--- src/ascf_pkg.sv ---
`timescale 1ns / 1ps
`default_nettype none
// ----------------------------------------------------------------------------
// ascf_pkg
// Types and codes shared by the condition, shifter and flag slice.
// ----------------------------------------------------------------------------
package ascf_pkg;

	localparam int WORD_BITS  = 32;
	localparam int SHAMT_BITS = 5;

	// flag nibble bit positions
	localparam int FLAG_N_BIT = 3;
	localparam int FLAG_Z_BIT = 2;
	localparam int FLAG_C_BIT = 1;
	localparam int FLAG_V_BIT = 0;

	// condition codes
	localparam logic [3:0] COND_EQ = 4'd0;
	localparam logic [3:0] COND_NE = 4'd1;
	localparam logic [3:0] COND_GE = 4'd10;
	localparam logic [3:0] COND_LT = 4'd11;
	localparam logic [3:0] COND_GT = 4'd12;
	localparam logic [3:0] COND_LE = 4'd13;
	localparam logic [3:0] COND_AL = 4'd14;

	// shift kinds
	localparam logic [1:0] SHIFT_LSL = 2'd0;
	localparam logic [1:0] SHIFT_LSR = 2'd1;
	localparam logic [1:0] SHIFT_ASR = 2'd2;
	localparam logic [1:0] SHIFT_ROR = 2'd3;

	// flag update modes
	localparam logic [1:0] FMODE_KEEP = 2'd0;
	localparam logic [1:0] FMODE_DP   = 2'd1;
	localparam logic [1:0] FMODE_MUL  = 2'd2;

	typedef struct packed {
		logic [3:0]            flags;
		logic [3:0]            cond;
		logic [WORD_BITS-1:0]  operand;
		logic [1:0]            kind;
		logic [SHAMT_BITS-1:0] amount;
		logic [WORD_BITS-1:0]  alu;
		logic                  carry;
		logic [1:0]            fmode;
	} item_t;

	typedef struct packed {
		logic [WORD_BITS-1:0] value;
		logic                 carry;
	} shift_res_t;

	typedef struct packed {
		logic                 passed;
		shift_res_t           shift;
		logic [3:0]           flags;
	} result_t;

endpackage
`default_nettype wire

--- src/ascf_cond.sv ---
`timescale 1ns / 1ps
`default_nettype none
// ----------------------------------------------------------------------------
// ascf_cond
// Condition code check against the current NZCV flags.
// ----------------------------------------------------------------------------
module ascf_cond import ascf_pkg::*; (
	input  wire logic [3:0] flags,
	input  wire logic [3:0] cond,
	output logic            passed
);

	logic n_eq_v;
	logic z;

	assign z      = flags[FLAG_Z_BIT];
	assign n_eq_v = (flags[FLAG_N_BIT] == flags[FLAG_V_BIT]);

	always_comb begin
		case (cond)
			COND_EQ: passed = z;
			COND_NE: passed = ~z;
			COND_GE: passed = n_eq_v;
			COND_LT: passed = ~n_eq_v;
			COND_GT: passed = ~z & n_eq_v;
			COND_LE: passed = z | ~n_eq_v;
			COND_AL: passed = 1'b1;
			default: passed = 1'b0;
		endcase
	end

endmodule
`default_nettype wire

--- src/ascf_shift.sv ---
`timescale 1ns / 1ps
`default_nettype none
// ----------------------------------------------------------------------------
// ascf_shift
// Barrel shifter (LSL, LSR, ASR, ROR) with shifter carry out.
// ----------------------------------------------------------------------------
module ascf_shift import ascf_pkg::*; (
	input  wire logic [WORD_BITS-1:0]  operand,
	input  wire logic [1:0]            kind,
	input  wire logic [SHAMT_BITS-1:0] amount,
	input  wire logic                  c_flag,
	output shift_res_t                 res
);

	logic [WORD_BITS-1:0]   fill;
	logic [2*WORD_BITS-1:0] right_ext;
	logic [WORD_BITS-1:0]   right_val;
	logic [WORD_BITS-1:0]   left_val;
	logic [SHAMT_BITS-1:0]  right_idx;
	logic [SHAMT_BITS-1:0]  left_idx;

	// upper half supplies the bits that enter from the top
	always_comb begin
		case (kind)
			SHIFT_ASR: fill = {WORD_BITS{operand[WORD_BITS-1]}};
			SHIFT_ROR: fill = operand;
			default:   fill = '0;
		endcase
	end

	assign right_ext = {fill, operand} >> amount;
	assign right_val = right_ext[WORD_BITS-1:0];
	assign left_val  = operand << amount;
	assign right_idx = amount - SHAMT_BITS'(1);
	// wraps to word width minus amount for a non-zero amount
	assign left_idx  = SHAMT_BITS'(0) - amount;

	always_comb begin
		if (amount == '0) begin
			res.value = operand;
			res.carry = c_flag;
		end else if (kind == SHIFT_LSL) begin
			res.value = left_val;
			res.carry = operand[left_idx];
		end else begin
			res.value = right_val;
			res.carry = operand[right_idx];
		end
	end

endmodule
`default_nettype wire

--- src/ascf_flags.sv ---
`timescale 1ns / 1ps
`default_nettype none
// ----------------------------------------------------------------------------
// ascf_flags
// New NZCV nibble from an ALU result and carry, by flag update mode.
// ----------------------------------------------------------------------------
module ascf_flags import ascf_pkg::*; (
	input  wire logic [3:0]           flags,
	input  wire logic [WORD_BITS-1:0] alu,
	input  wire logic                 carry,
	input  wire logic [1:0]           fmode,
	output logic [3:0]                flags_new
);

	logic n;
	logic z;

	assign n = alu[WORD_BITS-1];
	assign z = (alu == '0);

	always_comb begin
		case (fmode)
			FMODE_DP:  flags_new = {n, z, carry, flags[FLAG_V_BIT]};
			FMODE_MUL: flags_new = {n, z, flags[FLAG_C_BIT], flags[FLAG_V_BIT]};
			default:   flags_new = flags;
		endcase
	end

endmodule
`default_nettype wire

--- src/arm_shift_condition_flags_unit_core.sv ---
`timescale 1ns / 1ps
`default_nettype none
// ----------------------------------------------------------------------------
// arm_shift_condition_flags_unit_core
// Condition check, barrel shifter and flag update slice of an execute stage.
// ----------------------------------------------------------------------------
// Input channel (in_valid/in_ready) takes one beat per item: flags, condition
// code, shift operand with kind and amount, ALU result, carry and flag mode.
// Output channel (out_valid/out_ready) gives one beat per item: condition
// pass, shifted value, shifter carry and updated flags.
// An accepted beat lands in the input register (_s1); the condition, shifter
// and flag logic sit between it and the result register (_s2). A beat passes
// through the input register and then the result register before out_valid
// rises; while out_ready stays high, throughput is one item per cycle, set by
// the single register pair with no iteration.
// When the receiver stalls, the result register holds its beat and the input
// register fills; in_ready then drops until out_ready returns. Up to two
// items are held at once.
// Reset clears both valid flags; the block is ready to take items as soon as
// reset is released.
// ----------------------------------------------------------------------------
module arm_shift_condition_flags_unit_core import ascf_pkg::*; (
	input  wire logic                  clk,
	input  wire logic                  arst_n,
	input  wire logic                  in_valid,
	output logic                       in_ready,
	input  wire logic [3:0]            flags_in,
	input  wire logic [3:0]            cond_code,
	input  wire logic [WORD_BITS-1:0]  operand_value,
	input  wire logic [1:0]            shift_kind,
	input  wire logic [SHAMT_BITS-1:0] shift_amount,
	input  wire logic [WORD_BITS-1:0]  alu_result,
	input  wire logic                  carry_in,
	input  wire logic [1:0]            flag_mode,
	output logic                       out_valid,
	input  wire logic                  out_ready,
	output logic                       cond_passed,
	output logic [WORD_BITS-1:0]       shift_result,
	output logic                       shift_carry_out,
	output logic [3:0]                 flags_out
);

	item_t      item_s1;
	logic       valid_s1;
	result_t    res_s2;
	logic       valid_s2;
	result_t    res_comb;
	logic       pass_c;
	shift_res_t shift_c;
	logic [3:0] flags_c;
	logic       s2_free;
	logic       advance;

	assign s2_free  = ~valid_s2 | out_ready;
	assign advance  = valid_s1 & s2_free;
	assign in_ready = ~valid_s1 | s2_free;

	always_ff @(posedge clk or negedge arst_n) begin
		if (!arst_n) begin
			valid_s1 <= 1'b0;
		end else if (in_ready) begin
			valid_s1 <= in_valid;
		end
	end

	always_ff @(posedge clk) begin
		if (in_valid && in_ready) begin
			item_s1.flags   <= flags_in;
			item_s1.cond    <= cond_code;
			item_s1.operand <= operand_value;
			item_s1.kind    <= shift_kind;
			item_s1.amount  <= shift_amount;
			item_s1.alu     <= alu_result;
			item_s1.carry   <= carry_in;
			item_s1.fmode   <= flag_mode;
		end
	end

	ascf_cond u_cond (
		.flags  (item_s1.flags),
		.cond   (item_s1.cond),
		.passed (pass_c)
	);

	ascf_shift u_shift (
		.operand (item_s1.operand),
		.kind    (item_s1.kind),
		.amount  (item_s1.amount),
		.c_flag  (item_s1.flags[FLAG_C_BIT]),
		.res     (shift_c)
	);

	ascf_flags u_flags (
		.flags     (item_s1.flags),
		.alu       (item_s1.alu),
		.carry     (item_s1.carry),
		.fmode     (item_s1.fmode),
		.flags_new (flags_c)
	);

	assign res_comb = {pass_c, shift_c, flags_c};

	always_ff @(posedge clk or negedge arst_n) begin
		if (!arst_n) begin
			valid_s2 <= 1'b0;
		end else if (s2_free) begin
			valid_s2 <= valid_s1;
		end
	end

	always_ff @(posedge clk) begin
		if (advance) begin
			res_s2 <= res_comb;
		end
	end

	assign out_valid       = valid_s2;
	assign cond_passed     = res_s2.passed;
	assign shift_result    = res_s2.shift.value;
	assign shift_carry_out = res_s2.shift.carry;
	assign flags_out       = res_s2.flags;

endmodule
`default_nettype wire

--- config.mk ---
export PLATFORM = sky130hd
export DESIGN_NAME = arm_shift_condition_flags_unit_core
export DESIGN_NICKNAME = d
export VERILOG_FILES = /design/src/ascf_pkg.sv /design/src/ascf_cond.sv /design/src/ascf_shift.sv /design/src/ascf_flags.sv /design/src/arm_shift_condition_flags_unit_core.sv
export SDC_FILE = /design/constraint.sdc
export NUM_CORES = 1
export LEC_CHECK = 0
export BUFFER_PORTS_ARGS = -buffer_cell sky130_fd_sc_hd__buf_2
export CORE_UTILIZATION = 30
export CTS_CLUSTER_DIAMETER = 200
export DETAILED_ROUTE_END_ITERATION = 8
export PLACE_DENSITY = 0.53
export REMOVE_ABC_BUFFERS = 1
export SLEW_MARGIN = 25
export SYNTH_ARGS = -nofsm -noshare
export SYNTH_HDL_FRONTEND = slang
export SYNTH_SLANG_ARGS = --single-unit
--- constraint.sdc ---
create_clock -name clk -period 4.7 [get_ports clk]
set_input_delay 0.47 -clock clk [delete_from_list [all_inputs] [get_ports clk]]
set_output_delay 0.47 -clock clk [all_outputs]
set_load 0.01 [all_outputs]
Word level (Yosys, flattened, before mapping)
Index checks and enable logic that the tools add are counted.
{"block": "op_classes", "n_addsub": 2, "n_mux": 9, "n_eq_ne": 11, "n_shift": 2, "n_bitwise": 9, "n_lt_le_gt_ge": 2, "reduce_logical": 5}
{"op": "33-bit two-way mux", "n": 2}
{"op": "32-bit one-hot mux with 2 select lines", "n": 1}
{"op": "64-bit by 5-bit >> shifter with 32-bit output", "n": 1}
{"op": "32-bit zero test", "n": 1}
{"op": "32-bit by 5-bit left shift with 32-bit output", "n": 1}
{"op": "4-bit equality test, second input constant", "n": 5}
{"op": "5-bit by 6-bit < comparator with 1-bit output, second input constant", "n": 2}
{"op": "1-bit binary-select mux with 5-bit select", "n": 2}
{"op": "4-bit one-hot mux with 2 select lines", "n": 1}
{"op": "1-bit one-hot mux with 7 select lines", "n": 1}
{"op": "2-bit equality test, second input constant", "n": 3}
{"op": "5-bit zero test", "n": 1}
{"op": "1-bit by 5-bit subtractor with 5-bit output, first input constant", "n": 1}
{"op": "5-bit by 1-bit subtractor with 5-bit output, second input constant", "n": 1}
{"op": "4-bit by 1-bit equality test with 1-bit output, second input constant", "n": 1}
{"op": "4-bit zero test", "n": 1}
{"op": "1-bit inverter", "n": 4}
{"op": "1-bit OR", "n": 3}
{"op": "1-bit bitwise AND", "n": 2}
{"op": "2-bit by 1-bit equality test with 1-bit output, second input constant", "n": 1}
{"op": "2-bit zero test", "n": 1}
{"op": "1-bit two-way mux", "n": 2}
{"op": "1-bit equality test", "n": 1}
{"op": "1-bit logical AND", "n": 1}
{"block": "word_totals", "in_bits": 86, "elab_cells": 54, "register_bits": 122}

Longest topological paths before layout
Gate-level depths: netlist of the first run.
{"block": "depth", "ltp_word": 5, "mapped_depth": 12, "ltp_nobuf": 9}

Cells and area by module
From an unflattened synthesis of the first run, not the netlist that was laid out.
{"block": "hier_totals", "hier_cells": 904, "hier_area_um2": 9765.6}
{"module": "ascf_shift", "area_each_um2": 5784.3, "instances": 1, "cells_per_inst": 738}
{"module": "arm_shift_condition_flags_unit_core", "area_each_um2": 3707.3, "instances": 1, "cells_per_inst": 128}
{"module": "ascf_flags", "area_each_um2": 176.4, "instances": 1, "cells_per_inst": 24}
{"module": "ascf_cond", "area_each_um2": 97.6, "instances": 1, "cells_per_inst": 14}

Least setup slack after synthesis of the first run
No wires, ideal clock.
{"block": "synth_path", "path_kind": "in2reg", "from": "input port out_ready", "to": "register item_s1[0] (netlist name)", "t_required_ns": 4.250, "setup_ns": 0.450, "path_stages": 2, "slack_ns": 1.653, "arrival_time_ns": 2.598, "n_path_buf": 0, "path_cell_list": "nand3b_1 > and2_1"}
{"block": "synth_via", "elab_chain_len": 3}
{"item": "start, declared", "line": "arm_shift_condition_flags_unit_core.sv:36", "rtl": "input wire logic out_ready,"}
{"item": "1-bit OR", "line": "arm_shift_condition_flags_unit_core.sv:54", "rtl": "assign s2_free = ~valid_s2 | out_ready;"}
{"item": "1-bit OR", "line": "arm_shift_condition_flags_unit_core.sv:56", "rtl": "assign in_ready = ~valid_s1 | s2_free;"}
{"item": "1-bit logical AND", "line": "arm_shift_condition_flags_unit_core.sv:67", "rtl": "if (in_valid && in_ready) begin"}
Every way passes these cells.
A chain may end at the register's enable or synchronous reset.

==> flow_summary_export.csv, run 1 <==
group,metric,value,unit
outcome,status,"complete, no violations",
setup_path,end_kind,"flop",
timing,worst_pin_slew,0.9023,ns
finish,layout.area.seq,3654,sq um
yosys,async_flop_share,1.639,%
setup_path,cp_data_arrival_time,3.69,ns
finish,post-route-util,34.52,%
timing,slew_viol_final,0,
pwr,power_leakage,4.192,nW
finish,drive_gt1_share,29.28,%
global_route,use_met1,28.31,%
setup_path,path_max_fanout,52,
setup_path,crit_type,"flop to flop",
clock_tree,cts_buffer_depth,2,
floorplan,floorplan.initialDensity,30.61,%
setup_path,critPathLaunchType,"flop",
clock_tree,cts_buffers,17,
timing,fin_hold_ws,0.2004,ns
timing,fmax,282.3,MHz
detailed_routing,vias,8372,
min_path,min_from,"operand_value[15]",
finish,fin_nets,1030,
pwr,vdd_drop_max,0.0002426,V
yosys,synth_cells,875,
global_route,top_usage_layer,"met2",
timing,rsz0062_at_grt,"false",
detailed_routing,ant_nets,0,
clock_tree,clkSinkCount,122,
clock_tree,cts_setup_buffers,0,
floorplan,rows,66,
placed_design,io_buffers,125,
global_route,grt_pass1_wl,52940,um
yosys,synth.area.top_cells,"edfxtp_1 36%, mux4_2 13%, mux2i_1 8.2%",
setup_path,rrSetupSlack,1.16,ns
detailed_routing,first_pass_iters,8,
global_route,grt_antenna_before_repair,2,
yosys,synth.largest_area_cell,"edfxtp_1",
timing,max-slew-margin-rel,39.45,%
setup_path,reg2reg_from,"item_s1[36]",
floorplan,die_h,184.7,um
pwr,p_per_area,335.1,nW/um^2
finish,fill_cells,3283,
clock_tree,clk_pin_slew_worst_paths,0.07,ns
setup_path,critical_path_required,4.85,ns
placed_design,gp_congestion,0.9703,
timing,fin_crit_sh,75.36,%
job,maxCapViolations,0,
yosys,seq_area_frac_synth,36.50,%
global_route,grt_pass1_vias,8119,
detailed_routing,drc_errors,0,
yosys,synth_top_flop_cell,"edfxtp_1",
finish,multi_input_area,5568,sq um
floorplan,dieArea,34100,sq um
global_route,grt_usage,21.39,%
yosys,syn_area,10010,sq um
timing,skew,0.01991,ns
clock_tree,cts_tree,"built",
setup_path,worst_r2r_endpoint,"shift_result[14]",
finish,layout_commonest_cell,"buf_2",
min_path,holdPathStages,1,
clock_tree,htree_levels,4,
global_route,overflow,0,
finish,layout_common_cells,"125 x buf_2, 120 x edfxtp_1, 82 x mux2i_1",
detailed_routing,viasPerCell,5.997,
min_path,hold_end,"item_s1[57]",
floorplan,core_area,32700,sq um
detailed_routing,routedWlPerCell,25.64,um
floorplan,io_pins,126,
yosys,synth_top_cell_area_share,36.00,%
clock_tree,clock_latency,0.44,ns
yosys,yosysUniqueCellTypes,76,
timing,fin_crit,3.542,ns
timing,hold_viol,0,
yosys,synth-edff-count,120,
yosys,yosys_warnings,0,
global_route,grt_use_met3,6.264,%
global_route,met2_usage,32.78,%
global_route,grt_max_degree,83,
min_path,hp-class,"input pin to flop",
clock_tree,clk_root_buffer_cell,"clkbuf_16",
detailed_routing,drt_iter0_drc,1122,
timing,setup_viol,0,
yosys,postSynthAreaPerCell,11.44,sq um
setup_path,crit_start,"item_s1[36]",
floorplan,die_w,184.7,um
detailed_routing,drt_wl_total,35790,um
placed_design,post-dp-hpwl,24370,um
finish,synthToLayoutAreaGrowth,12.79,%
setup_path,worst-r2r-cell-count,8,
yosys,ys_seq_elements,122,
worst max-delay path: stages (launching register included):
cell	delay, ns
edfxtp_1	0.34
buf_4	0.47
buf_4	0.71
mux2_2	0.47
mux4_2	0.51
nand2_1	0.09
o21ai_0	0.11
a22oi_1	0.29
o21ai_0	0.21
worst max path at each step:
stage | slack (ns) | depth (start not counted) | endpoint
2_1_floorplan | -1.65 | 8 | shift_result[30]
3_3_place_gp | 1.30 | 8 | shift_result[1]
3_5_place_dp | 1.25 | 8 | shift_result[1]
4_1_cts | 1.23 | 8 | shift_result[1]
5_1_grt | 1.06 | 8 | shift_result[1]
6_report | 1.16 | 8 | shift_result[14]
logic make-up after synthesis:
logic type	share of synthesized area, %
DFF	36.50
xor gates and xnor gates	0.4251
AOI/OAI and AO/OA	14.99
and+or+nand+nor	10.45
muxes	29.20
buffers and inverters	7.938
adders and majority gates	0.5000
what timing repair did:
action,4_1_cts,5_1_grt
endpoints found under the setup margin,0,0
endpoints found under the hold margin,2,0
hold buffers,1,0
resized for setup,0,0
where the power goes:
| part | switching, mW | leakage, nW | internal [mW] | total (mW) |
|---|---|---|---|---|
| clock network | 0.586 | 0.310 | 0.858 | 1.44 |
| registers | 0.110 | 1.18 | 1.31 | 1.42 |
| logic | 0.525 | 2.70 | 0.390 | 0.916 |
| total | 1.22 | 4.19 | 2.56 | 3.78 |
through the flow:
stage	setup WS (ns)	std cells	cell area [sq um]	setup TNS, ns	total power [mW]
global route	1.058	1395	11290	0	3.908
global placement	1.296	1361	10620	0	2.332
finish	1.158	1396	11290	0	3.783
CTS	1.231	1394	11260	0	3.784
detailed placement	1.250	1361	10620	0	2.335
floorplan	-1.654	776	9301	-44.11	2.006
flip-flops by register name, summed over array words and instances, names as in the netlist:
| signal | cells |
|---|---|
| valid_s1 | 1 |
| cond_passed | 1 |
| flags_out | 4 |
| out_valid | 1 |
| shift_result | 32 |
| item_s1 | 82 |
| shift_carry_out | 1 |
cells in the mapped netlist, types with 4 or more instances:
master	instances
inv_1	20
nand3b_1	4
ha_1	4
nor2b_1	10
buf_4	7
a21oi_1	36
a22o_1	4
nand2b_1	11
mux2i_1	82
nor4_1	10
and2_1	7
a21o_1	4
o21ai_0	37
buf_2	18
nand4_1	4
mux4_1	17
a221oi_1	6
nor2_1	66
clkbuf_1	41
o211ai_1	16
and3_1	5
mux2_2	29
buf_12	4
a31oi_1	6
or3_1	5
a211o_1	4
mux4_2	59
clkbuf_8	9
nand2_1	62
nor3b_1	4
a32oi_1	8
a211oi_1	22
a22oi_1	18
o22ai_1	7
o221ai_1	4
nand3_1	13
buf_6	13
o21ai_1	6
edfxtp_1	120
nor3_1	11
final cells by class:
type                            instances  area share [%]
Sequential cell                       122           32.36
Multi-Input combinational cell        631           49.32
Tap cell                              442           4.899
Inverter                               23          0.7647
Clock inverter                         15           1.795
Timing Repair Buffer                  145           7.071
Clock buffer                           17           3.768
Antenna cell                            1         0.02217
per-layer routing:
layer	part of all wire (%)	wire length [um]
met1	40	14260
met2	46	16320
met3	11	3916
met4	3.6	1293
met5	0	0
Power figures use the tool's default switching activity.
==> run 2: changes to the inputs <==
- ABC_AREA: not set -> 1
- clock period: 4.7 -> 3.5 ns (I/O delays scaled with it)
==> run 2 against run 1 <==
  * Global-route usage increased by 1.7 points
  * Critical endpoint is now shift_result[2]
  * Synthesized cell count increased by 63%
  * Critical path type unchanged
  * Power increased by 39%
  * Sequential power increased by 34%
  * Clock power increased by 33%
  * Clock-buffer cell count unchanged
  * Clock skew decreased by 0.0082 ns
  * Worst setup slack got worse by 0.40 ns
  * Worst hold slack got worse by 0.12 ns
  * Register-to-register slack got worse by 0.40 ns
  * Critical path depth increased by 2
==> flow_summary_export.csv, run 2 <==
group,metric,value,unit
setup_path,path_max_fanout,55,
timing,fin_crit,2.746,ns
finish,synthToLayoutAreaGrowth,15.33,%
global_route,overflow,0,
yosys,synth.largest_area_cell,"edfxtp_1",
setup_path,critPathLaunchType,"flop",
timing,skew,0.01172,ns
pwr,vdd_drop_max,0.0005127,V
setup_path,end_kind,"flop",
yosys,synth_top_cell_area_share,37.04,%
yosys,synth-edff-count,120,
finish,largest-register,"item_s1",
finish,layout.area.seq,3654,sq um
yosys,seq_area_frac_synth,37.56,%
clock_tree,clock_latency,0.44,ns
detailed_routing,drt_wl_total,38160,um
detailed_routing,drc_errors,0,
finish,layout_commonest_cell,"nand3_1",
finish,multi_input_area,5305,sq um
timing,setup_viol,0,
yosys,synth_cells,1427,
clock_tree,cts_buffer_depth,2,
timing,worst_pin_slew,0.9044,ns
floorplan,floorplan.initialDensity,30.67,%
floorplan,core_area,31720,sq um
yosys,synth_top_flop_cell,"edfxtp_1",
timing,fin_crit_sh,78.47,%
finish,largest_reg_flops,82,
outcome,status,"complete, no violations",
timing,fin_hold_ws,0.08057,ns
clock_tree,clk_pin_slew_worst_paths,0.07,ns
placed_design,gp_congestion,0.9399,
clock_tree,cts_buffers,17,
timing,max-slew-margin-rel,39.71,%
timing,rsz0062_at_grt,"false",
yosys,synth.most_common_cell,"nand3_1",
placed_design,post-dp-hpwl,26620,um
detailed_routing,viasPerCell,5.545,
yosys,synthTopCellsByCount,"426 x nand3_1, 419 x nand2_1, 120 x edfxtp_1, 77 x nor2_1, 75 x a21oi_1",
timing,fmax,364.1,MHz
detailed_routing,routedWlPerCell,19.98,um
floorplan,rows,65,
setup_path,crit_type,"flop to flop",
global_route,grt_pass1_vias,9979,
floorplan,die_h,182.1,um
pwr,p_per_area,469.4,nW/um^2
yosys,postSynthAreaPerCell,6.817,sq um
global_route,grt_pass1_wl,57880,um
yosys,syn_area,9728,sq um
finish,fill_cells,3416,
global_route,grt_max_degree,105,
floorplan,die_w,182.1,um
yosys,yosys_warnings,0,
pwr,power_leakage,5.061,nW
finish,fin_nets,1585,
finish,num_antenna_cells,0,
detailed_routing,vias,10590,
yosys,async_flop_share,1.639,%
setup_path,cp_data_arrival_time,3.01,ns
clock_tree,cts_setup_buffers,0,
clock_tree,clkSinkCount,122,
global_route,grt_antenna_before_repair,0,
clock_tree,clk_root_buffer_cell,"clkbuf_16",
placed_design,place_inst,1877,
floorplan,dieArea,33150,sq um
min_path,hp-class,"input pin to flop",
timing,hold_viol,0,
clock_tree,cts_tree,"built",
setup_path,critical_path_required,3.77,ns
yosys,ys_seq_elements,122,
detailed_routing,ant_nets,0,
placed_design,io_buffers,125,
finish,layout_common_cells,"426 x nand3_1, 419 x nand2_1, 125 x buf_2",
detailed_routing,drt_iter0_drc,1084,
clock_tree,htree_levels,4,
job,maxCapViolations,0,
yosys,yosysUniqueCellTypes,38,
detailed_routing,first_pass_iters,7,
timing,slew_viol_final,0,
finish,drive_gt1_share,13.59,%
finish,stdcell_count,1910,
timing,tns,0,ns
yosys,synth.area.top_cells,"edfxtp_1 37%, nand3_1 22%, nand2_1 16%",
global_route,grt_usage,23.04,%
floorplan,io_pins,126,
==> run 2: final timing paths <==
path	from	to	slack, ns	depth (start not counted)
setup / recovery	item_s1[41]	shift_result[2]	0.75	10
hold / removal	operand_value[12]	item_s1[54]	0.08	1
setup reg to reg	item_s1[41]	shift_result[2]	0.75	10
hold reg to reg	item_s1[78]	flags_out[0]	0.48	0
max in group asynchronous	arst_n	out_valid	3.17	2
min in group asynchronous	arst_n	valid_s1	0.24	2
==> run 2: cell families after synthesis <==
family,Yosys count,synth area share [%]
AO/OA/AOI/OAI,173,10.17
XOR/XNOR,4,0.5146
adder cells (fa/ha/maj),4,0.5145
buffers and inverters,173,8.026
flip-flops,122,37.56
multiplexers,3,0.3087
AND/OR/NAND/NOR,948,42.91
==> run 2: cell type report <==
class	count	share of cell area, %
multi-input combinational	1132	47.28
sequential	122	32.56
inverter	66	2.219
timing repair buffer	156	7.996
tap	402	4.483
clock buffer	17	3.792
clock inverter	15	1.662
==> run 2: power breakdown <==
| part | leakage (nW) | switching (mW) | total, mW | internal (mW) |
|---|---|---|---|---|
| Sequential | 1.18 | 0.110 | 1.90 | 1.79 |
| Combinational | 3.59 | 0.991 | 1.45 | 0.459 |
| Clock | 0.293 | 0.779 | 1.91 | 1.14 |
==> run 2: metrics by stage <==
| stage | worst slack (ns) | utilization, % | power (mW) | instance area [sq um] |
|---|---|---|---|---|
| global placement | 0.8230 | 33.31 | 3.352 | 10570 |
| floorplan | -1.620 | - | 2.821 | 9195 |
| finish | 0.7537 | 35.37 | 5.266 | 11220 |
| detailed placement | 0.8426 | 33.40 | 3.353 | 10590 |
| CTS | 0.8260 | 35.36 | 5.282 | 11220 |
| global route | 0.5233 | 35.37 | 5.541 | 11220 |
==> run 2: repair_timing <==
item	CTS	global route
hold buffers	1	0
gates resized for setup	0	0
endpoints found under the hold margin	2	0
==> run 2: per-layer routing <==
| metal | track usage (%) | vias up | routed length (um) |
|---|---|---|---|
| met1 | 30.38 | 4886 | 16250 |
| met3 | 4.789 | 80 | 3190 |
| met5 | 0 | - | 0 |
| li1 | - | 5078 | - |
| met2 | 36.11 | 546 | 17150 |
| met4 | 10.69 | 0 | 1578 |
==> run 2: worst max-delay path, stage by stage (launching register included) <==
cell,delay (ns)
edfxtp_1,0.69
nand3_4,0.57
nand3_1,0.33
nand2_1,0.14
nand2_1,0.11
nand3_1,0.08
nand3_1,0.13
nand3_1,0.17
nand2_1,0.11
nand2_1,0.05
a22oi_1,0.17
==> run 3: changes to the inputs <==
- PLACE_DENSITY: 0.53 -> 0.55
- clock period: 3.5 -> 2.5 ns (I/O delays scaled with it)
==> run 3 against run 2 <==
  * Register-to-register slack lost 0.71 ns
  * Via count grew 2.3%
  * Wire length hardly changed
  * Clock skew increased by 0.0077 ns
  * Worst setup slack got worse by 0.71 ns
  * Critical path type unchanged
  * Largest cell class unchanged
  * Largest power group is now sequential cells
==> flow_summary_export.csv, run 3 (synthesized netlist as in run 2, its figures left out) <==
group,metric,value,unit
detailed_routing,viasPerCell,5.404,
timing,hold_viol,0,
finish,layout_common_cells,"426 x nand3_1, 419 x nand2_1, 125 x buf_2",
finish,largest-register,"item_s1",
global_route,grt_pass1_wl,58600,um
timing,worst_pin_slew,0.6210,ns
placed_design,io_buffers,125,
floorplan,core_area,31720,sq um
finish,fin_nets,1680,
min_path,hp-class,"input pin to flop",
global_route,overflow,0,
global_route,grt_pass1_vias,10186,
finish,layout.area.seq,3654,sq um
floorplan,die_w,182.1,um
global_route,met2_usage,36.11,%
placed_design,gp_congestion,0.9407,
global_route,top_usage_layer,"met2",
pwr,power_leakage,5.488,nW
timing,fin_crit_sh,98.14,%
global_route,grt_use_met3,4.291,%
setup_path,slowest_delay,0.47,ns
floorplan,dieArea,33150,sq um
timing,skew,0.01944,ns
setup_path,slowest_stage,"a21boi_0",
setup_path,critPathLaunchType,"flop",
clock_tree,clock_latency,0.45,ns
clock_tree,clk_pin_slew_worst_paths,0.08,ns
detailed_routing,first_pass_iters,6,
detailed_routing,drt_wl_total,38130,um
timing,fmax,407.6,MHz
setup_path,crit_start,"item_s1[35]",
setup_path,cp_data_arrival_time,2.63,ns
global_route,use_met1,31.20,%
clock_tree,clk_root_buffer_cell,"clkbuf_16",
timing,rsz0062_at_grt,"false",
floorplan,floorplan.initialDensity,30.67,%
detailed_routing,drc_errors,0,
finish,multi_input_area,5305,sq um
global_route,grt_usage,23.19,%
finish,drive_gt1_share,13.60,%
finish,synthToLayoutAreaGrowth,25.39,%
min_path,min_from,"shift_amount[0]",
floorplan,io_pins,126,
setup_path,crit_buf_inv,1,
clock_tree,clkSinkCount,122,
job,maxCapViolations,0,
pwr,p_per_area,607.4,nW/um^2
floorplan,die_h,182.1,um
outcome,status,"complete, no violations",
detailed_routing,vias,10835,
timing,setup_viol,0,
finish,layout_commonest_cell,"nand3_1",
finish,stdcell_count,2005,
pwr,power,7.409,mW
finish,fill_cells,3329,
placed_design,place_inst,1891,
clock_tree,cts_setup_buffers,0,
clock_tree,cts_tree,"built",
clock_tree,cts_buffer_depth,2,
detailed_routing,drt_iter0_drc,1096,
setup_path,cp_cell_sequence,"buf_12, nand2_1, a21boi_0, nand2_1, nand3_1, nand3_1, nand3_1, nand2_1, nor2_1, a21oi_1",
clock_tree,cts_buffers,17,
floorplan,rows,65,
timing,fin_crit,2.454,ns
timing,slew_viol_final,0,
setup_path,reg2reg_from,"item_s1[35]",
setup_path,path_max_fanout,69,
setup_path,end_kind,"flop",
setup_path,crit_family,"simple AND/OR/NAND/NOR gates",
detailed_routing,routedWlPerCell,19.02,um
finish,largest_reg_flops,82,
detailed_routing,ant_nets,0,
timing,max-slew-margin-rel,58.60,%
global_route,grt_antenna_before_repair,0,
pwr,vdd_drop_max,0.0004692,V
finish,num_antenna_cells,0,
clock_tree,htree_levels,4,
setup_path,critical_path_required,2.68,ns
global_route,grt_max_degree,105,
placed_design,post-dp-hpwl,26730,um
setup_path,crit_type,"flop to flop",
==> run 3: layout make-up <==
| cell class | instances | area share (%) |
|---|---|---|
| multi-input cells | 1132 | 43.49 |
| flip-flops and latches | 122 | 29.95 |
| repair buffers | 251 | 15.59 |
| well taps | 402 | 4.124 |
| clock buffers | 19 | 3.631 |
| inverters | 66 | 2.041 |
| clock inverters | 13 | 1.169 |
==> run 3: per-stage QoR <==
stage / instance area, sq um / hold slack [ns] / setup TNS (ns) / setup slack (ns) / utilization (%)
after floorplan: 9195 / -0.04559 / -110.23 / -2.620 / -
after global placement: 10790 / 0.03646 / 0 / 0.1475 / 34.02
after detailed placement: 10790 / 0.03584 / 0 / 0.1589 / 34.02
after CTS: 12200 / 0.03386 / 0 / 0.1415 / 38.46
after global routing: 12200 / 0.02871 / 0 / 0.01101 / 38.46
final: 12200 / 0.04440 / 0 / 0.04648 / 38.46
==> run 3: path summary, 6_finish.rpt <==
path | end | cells after the start | slack, ns
max in group asynchronous | out_valid | 2 | 2.27
min in group asynchronous | valid_s1 | 2 | 0.14
worst max-delay path | shift_result[31] | 10 | 0.05
worst min register to register | flags_out[0] | 0 | 0.47
worst max register to register | shift_result[31] | 10 | 0.05
worst min-delay path | item_s1[35] | 1 | 0.04
==> run 3: power by group <==
part	internal [mW]	switching, mW
logic	0.766	1.40
clock network	1.50	1.08
registers	2.51	0.145
total	4.78	2.63
==> run 3: timing repair <==
action	in CTS	in global routing
resized for setup	0	0
hold buffers	82	0
endpoints found under the hold margin	83	0
==> run 3: layer usage <==
metal  vias to the layer above  part of all wire, %  wire [um]
met5                         -                    0          0
met4                         0                  4.3       1636
met1                      4975                   43      16580
met2                       515                   44      16760
li1                       5264                    -          -
met3                        81                  8.2       3143
